[config.mk]
export PLATFORM = sky130hd
export DESIGN_NAME = att_ram
export DESIGN_NICKNAME = d
export VERILOG_FILES = /design/src/rtl/core/assert_macros.svh /design/src/rtl/core/att_ram.sv
export SDC_FILE = /design/constraint.sdc
export NUM_CORES = 1
export LEC_CHECK = 0
export ABC_AREA = 1
export BUFFER_PORTS_ARGS = -buffer_cell sky130_fd_sc_hd__buf_2
export CAP_MARGIN = 25
export CORE_MARGIN = 2
export CORE_UTILIZATION = 50
export CTS_CLUSTER_SIZE = 12
export DETAILED_ROUTE_END_ITERATION = 7
export PLACE_DENSITY = 0.72
export SLEW_MARGIN = 20
export SYNTH_ARGS = -nofsm -noshare
export SYNTH_HDL_FRONTEND = slang
export SYNTH_SLANG_ARGS = --single-unit
[constraint.sdc]
create_clock -name aclk -period 1.2 [get_ports aclk]
set_input_delay 0.12 -clock aclk [delete_from_list [all_inputs] [get_ports aclk]]
set_output_delay 0.12 -clock aclk [all_outputs]
set_load 0.02 [all_outputs]
[src/rtl/core/assert_macros.svh]
// Assertion macros shared by the RTL of the allocation tracking table.
`ifndef ASSERT_MACROS_SVH
`define ASSERT_MACROS_SVH

// The condition holds at every clock edge outside reset.
`define ASSERT_ALWAYS(label, clk, rst_n, cond, msg) \
    label: assert property (@(posedge clk) disable iff (!rst_n) (cond)) else $error(msg);

// When the antecedent holds, the consequent holds in the same cycle.
`define ASSERT_IMPLIES(label, clk, rst_n, ante, cons, msg) \
    label: assert property (@(posedge clk) disable iff (!rst_n) (ante) |-> (cons)) \
        else $error(msg);

// When the antecedent holds, the consequent holds in the next cycle.
`define ASSERT_NEXT(label, clk, rst_n, ante, cons, msg) \
    label: assert property (@(posedge clk) disable iff (!rst_n) (ante) |=> (cons)) \
        else $error(msg);

`endif

[src/rtl/core/att_ram.sv]
// Generic simple dual-port RAM with one write port and one registered read port.
module att_ram #(
    parameter int WIDTH = 8,
    parameter int DEPTH = 16
) (
    input  logic                     aclk,
    input  logic                     wr_en,
    input  logic [$clog2(DEPTH)-1:0] wr_addr,
    input  logic [WIDTH-1:0]         wr_data,
    input  logic                     rd_en,
    input  logic [$clog2(DEPTH)-1:0] rd_addr,
    output logic [WIDTH-1:0]         rd_data
);

    logic [WIDTH-1:0] ram_reg [DEPTH];
    logic [WIDTH-1:0] rd_data_reg;

    always_ff @(posedge aclk) begin
        if (wr_en) begin
            ram_reg[wr_addr] <= wr_data;
        end
        if (rd_en) begin
            rd_data_reg <= ram_reg[rd_addr];
        end
    end

    assign rd_data = rd_data_reg;

endmodule

==> results of run 1 <==
through the flow:
step | power (mW) | std cells | TNS (ps) | setup WS, ps
global placement | 6.15 | 721 | -884 | -141
global route | 11.5 | 752 | -45.5 | -45.5
CTS | 11.3 | 752 | 0 | 14.0
detailed placement | 6.17 | 721 | -1040 | -174
finish | 11.2 | 752 | 0 | 8.82
floorplan | 5.88 | 551 | 0 | 129
cells by family (layout without fill, tap and decap cells):
group / count (synthesis) / after routing / synth area share (%)
buffers and inverters: 126 / 184 / 9.39
DFF: 136 / 136 / 69.8
and+or+nand+nor: 289 / 289 / 20.8
Yosys cell counts (all sizes together):
cell	number	share of area, %
inv	102	6.5
edfxtp	136	70
buf	24	2.8
nand2	173	11
nor2	17	1.1
nand3	97	8.3
nand3b	2	0.26
layer usage:
layer | GRT usage [%] | up-vias | part of all wire (%)
met5 | 0 | - | 0
met4 | 11.4 | 0 | 3.4
met3 | 4.97 | 31 | 7.4
met2 | 32.7 | 179 | 47
met1 | 29.0 | 1830 | 42
li1 | - | 1876 | -
worst paths after layout:
check | endpoint | startpoint | slack, ps | cells after the start
worst max-delay path | rd_data[1] | ram_reg[7][1] | 9 | 6
worst min-delay path | rd_data[0] | rd_en | 70 | 1
worst max register to register | rd_data[1] | ram_reg[7][1] | 9 | 6
worst min register to register | rd_data[0] | ram_reg[10][0] | 750 | 6
final cells by class:
| class | instances | area, um^2 |
|---|---|---|
| Inverter | 102 | 383 |
| Timing Repair Buffer | 51 | 380 |
| Clock inverter | 14 | 159 |
| Multi-Input combinational cell | 289 | 1240 |
| Tap cell | 143 | 179 |
| Fill cell | 926 | 4560 |
| Clock buffer | 17 | 425 |
| Sequential cell | 136 | 4080 |
power by group:
part,switching [mW],total [mW],internal [mW]
clock network,1.87,5.09,3.22
registers,0.0303,5.38,5.35
logic,0.492,0.707,0.215
total,2.39,11.2,8.79
==> results.cfg, run 1 <==
[critical_path]
cp_max_fo = 1
crit_arrival_ps = 1360
crit_top_cell = nand3_1
critical_path_buf_inv_count = 1
path_cells = inv_1 -> nand2_1 -> nand3_1 -> nand3_1 -> nand3_1 -> nand2_1
cp_slowest_cell = edfxtp_1
startpoint_type = register
required_ps = 1360
crit_family = simple AND/OR/NAND/NOR gates
crit_type = register to register
endpoint_kind = register
max_stage_delay_ps = 380

[final_layout]
insertedDiodeCount = 0
final_layout_size_suffix_gt1_share_pct = 14.4
areaGrowthSynthToFinish_pct = 17.2
mostFrequentLayoutCell = nand2_1
final_cell_mix = nand2_1, edfxtp_1, inv_1
final_area_um2 = 6850
postLayoutCoreUtil_pct = 60.0
fin_nets = 616
largest_reg_flops = 128

[clock_network]
cts_buffers = 17
post_cts_buffers = 0
clock_path_buffers = 2
cts-root-buf = clkbuf_16
h-tree-depth = 4
cts_tree = yes
clk_pin_slew_worst_paths_ps = 60
postCtsHoldBufs = 0
clk_latency_ps = 410
post_cts_resize_count = 0
clock_sinks = 136

[routing]
vias_per_cell = 5.21
drtIter0Drc = 398
num_vias = 3916
drt-pass1-iter-count = 5
wirelength_mm = 12.9
ant_nets = 0
wl_per_cell_um = 17.2
drcViolationCount = 0

[timing]
period_minus_slack_ps = 1190
slew_headroom_pct = 59.9
drv_slew = 0
hold_viol_final = 0
whs_ps = 74.0
fin_skew_ps = 9.32
fmax_mhz = 840
fin_crit_sh_pct = 99.3
tightest_slew_ps = 601
finalSetupViolations = 0

[logic_synthesis]
synthCells = 551
synth_cell_types = 11
yosys_warnings = 0
synth.avg_cell_area_um2 = 10.6
ys_seq_elements = 136
ys_seq_area_share_pct = 69.8
synth_area_um2 = 5850
syn-num-nets = 570

[floorplanning]
core_um2 = 11400
fp.dieH_um = 112
io_pins = 27
die_x_um = 112
rows = 39
initial_core_util_pct = 51.2
die-area_um2 = 12600

[power_and_ir_drop]
peakVddDrop_v = 0.000859
p_per_area_nw_per_um2 = 1630
power.leakage_nw = 2.97

[grt]
grt_max_degree = 33
antenna_found_initial = 0
grt_pass1_wl_mm = 20.0
grt-ovfl-total = 0
grt_use_total_pct = 21.5
grt_pass1_vias = 3815

[place]
dpl.hpwl_mm = 7.87
io_buffers = 26
globalplace.congestion = 0.885
place_area_um2 = 6240

[outcome]
status = complete, no violations

[hold_path]
hold_path.class = input port to register

[flow_run]
timing.max_cap.violations = 0
(Power assumes the default switching activity.)
==> run 2, diff against run 1 <==
- PLACE_DENSITY: 0.72 -> 0.75
- RECOVER_POWER: unset -> 50
- clock period: 1.2 -> 1 ns (I/O delays scaled with it)
==> run 2 against run 1 <==
Against the previous run: the run now ends with negative setup slack left; maximum frequency is 7.2% higher; global-route usage is 0.16 points lower; clock power is 25% higher; via count is 0.84% lower; sequential share of layout area is 2.0 points lower; die area stayed put; worst hold slack better by 63 ps; non-clock buffer count is 2 lower; worst setup slack worse by 120 ps; final cell count is 0.13% lower; count of clock-buffer cells in the layout stayed put; critical path type unchanged; largest cell class unchanged.
==> results.cfg, run 2 (synthesis results as in run 1) <==
[timing]
period_minus_slack_ps = 1110
fmax_mhz = 900
timing.final.ws_setup_ps = -111
rsz0062_at_grt = yes
hold_viol_final = 0
fin_skew_ps = 5.06
fin_crit_sh_pct = 111
fin_tns_setup_ps = -934
finalSetupViolations = 16
drv_slew = 0
tightest_slew_ps = 941
slew_headroom_pct = 37.3

[critical_path]
startpoint_type = register
path_cells = inv_1 -> nand2_1 -> nand3_1 -> nand3_1 -> nand3_1 -> nand2_2
worstSetupStartpoint = ram_reg[9][5]
cp_slowest_cell = edfxtp_1
crit_top_cell = nand3_1
required_ps = 1170
max_stage_delay_ps = 380
crit_type = register to register
rrSetupSlack_ps = -110
rr_worst_depth = 6
endpoint_kind = register
crit_arrival_ps = 1280
timing.rr.end = rd_data[5]
cp_max_fo = 1
worstReg2RegStart = ram_reg[9][5]

[final_layout]
final_cell_mix = nand2_1, edfxtp_1, inv_1
largest_reg_flops = 128
final_layout_size_suffix_gt1_share_pct = 21.1
mostFrequentLayoutCell = nand2_1
final_area_um2 = 7100
postLayoutCoreUtil_pct = 62.2
insertedDiodeCount = 0
nFillCells = 843
areaGrowthSynthToFinish_pct = 21.4
fin_nets = 614

[power_and_ir_drop]
peakVddDrop_v = 0.00120
comb_power_share_pct = 6.6
p_clk_share_pct = 46.4
power.internal_mw = 10.8
p_per_area_nw_per_um2 = 1940
netSwitchingFraction_pct = 21.3
p_sw_mw = 2.93
power.leakage_nw = 3.03
seqPwrFrac_pct = 47.0

[floorplanning]
rows = 39
fp.dieH_um = 112
core_um2 = 11400
initial_core_util_pct = 51.2
die-area_um2 = 12600
io_pins = 27
die_x_um = 112

[clock_network]
cts_buffers = 17
clock_path_buffers = 2
clk_latency_ps = 410
postCtsHoldBufs = 0
cts_tree = yes
post_cts_buffers = 0
clk_pin_slew_worst_paths_ps = 60
h-tree-depth = 4
cts-root-buf = clkbuf_16
clock_sinks = 136

[routing]
wirelength_mm = 12.8
wl_per_cell_um = 17.0
ant_nets = 0
num_vias = 3883
highest_layer = met4
wl_met3_um = 897
drtIter0Drc = 401
vias_per_cell = 5.17
drt-pass1-iter-count = 5
wl_met1_mm = 5.13
drcViolationCount = 0
wl_met2_mm = 6.39

[place]
globalplace.congestion = 0.879
dpl.hpwl_mm = 7.50
io_buffers = 26
place_area_um2 = 6230

[grt]
antenna_found_initial = 0
grt_pass1_vias = 3794
grt_pass1_wl_mm = 19.9
grt_max_degree = 65
grt_use_total_pct = 21.3
grt-ovfl-total = 0

[outcome]
violations = negative setup slack
status = finished, violations left

[hold_path]
hold-path-endpoint = rd_data[5]
hold_path.class = input port to register
holdPathStages = 1
holdCritStartpoint = rd_en

[flow_run]
timing.max_cap.violations = 0
[run 2: changes by cell type in the layout (fill, tap and decap cells not counted), moves of 4 or more]
| cell | previous run | this run |
|---|---|---|
| nand2_1 | 173 | 169 |
| nand3_2 | 6 | 49 |
| nand3_1 | 91 | 48 |
| nand2_2 | 0 | 4 |
| clkbuf_1 | 0 | 9 |
| buf_2 | 26 | 15 |
[run 2: repair_timing]
| item | in CTS | in global routing |
|---|---|---|
| setup endpoints to repair | 16 | 16 |
| pin swaps | 24 | 17 |
| resized for setup | 32 | 26 |
[run 2: worst max path at each step]
| stage | endpoint | slack [ps] | cells past startpoint |
|---|---|---|---|
| 3_3_place_gp | rd_data[6] | -300 | 6 |
| 3_5_place_dp | rd_data[7] | -330 | 6 |
| 5_1_grt | rd_data[5] | -150 | 6 |
| 4_1_cts | rd_data[3] | -90 | 6 |
| 2_1_floorplan | ram_reg[10][0] | -50 | 2 |
| 6_report | rd_data[5] | -110 | 6 |
[run 2: critical path, delay by kind of cell, from the launching register on]
kind	cells	cell delay (ps)
buffers and inverters	1	60
DFF	1	380
and+or+nand+nor	5	440
[run 2: power groups by stage]
stage | Sequential [mW] | Clock, mW | Combinational (mW)
floorplan | 6.61 | 0 | 0.452
global placement | 6.57 | 0 | 0.795
detailed placement | 6.57 | 0 | 0.812
CTS | 6.46 | 6.43 | 0.876
global route | 6.47 | 6.66 | 1.00
finish | 6.46 | 6.38 | 0.915
[run 2: area by class of cell]
type,instances,area [um^2],share of cell area (%)
multi-input combinational,289,1480,20.8
tap,143,179,2.52
sequential,136,4080,57.5
timing repair buffer,49,367,5.16
inverter,102,383,5.39
clock inverter,15,184,2.59
clock buffer,17,425,5.99
[run 2: per-stage QoR]
stage | power (mW) | setup slack, ps | hold WS (ps) | cells
2_1_floorplan | 7.06 | -50.8 | 199 | 551
3_3_place_gp | 7.36 | -299 | 459 | 719
3_5_place_dp | 7.38 | -334 | 459 | 719
4_1_cts | 13.8 | -93.9 | 27.9 | 751
5_1_grt | 14.1 | -154 | 125 | 751
6_report | 13.8 | -111 | 137 | 751
[run 2: routing by layer]
| layer | vias up | global-route usage (%) |
|---|---|---|
| met5 | - | 0 |
| met4 | 0 | 10.3 |
| met3 | 30 | 4.48 |
| met2 | 171 | 34.8 |
| met1 | 1808 | 27.4 |
| li1 | 1874 | - |
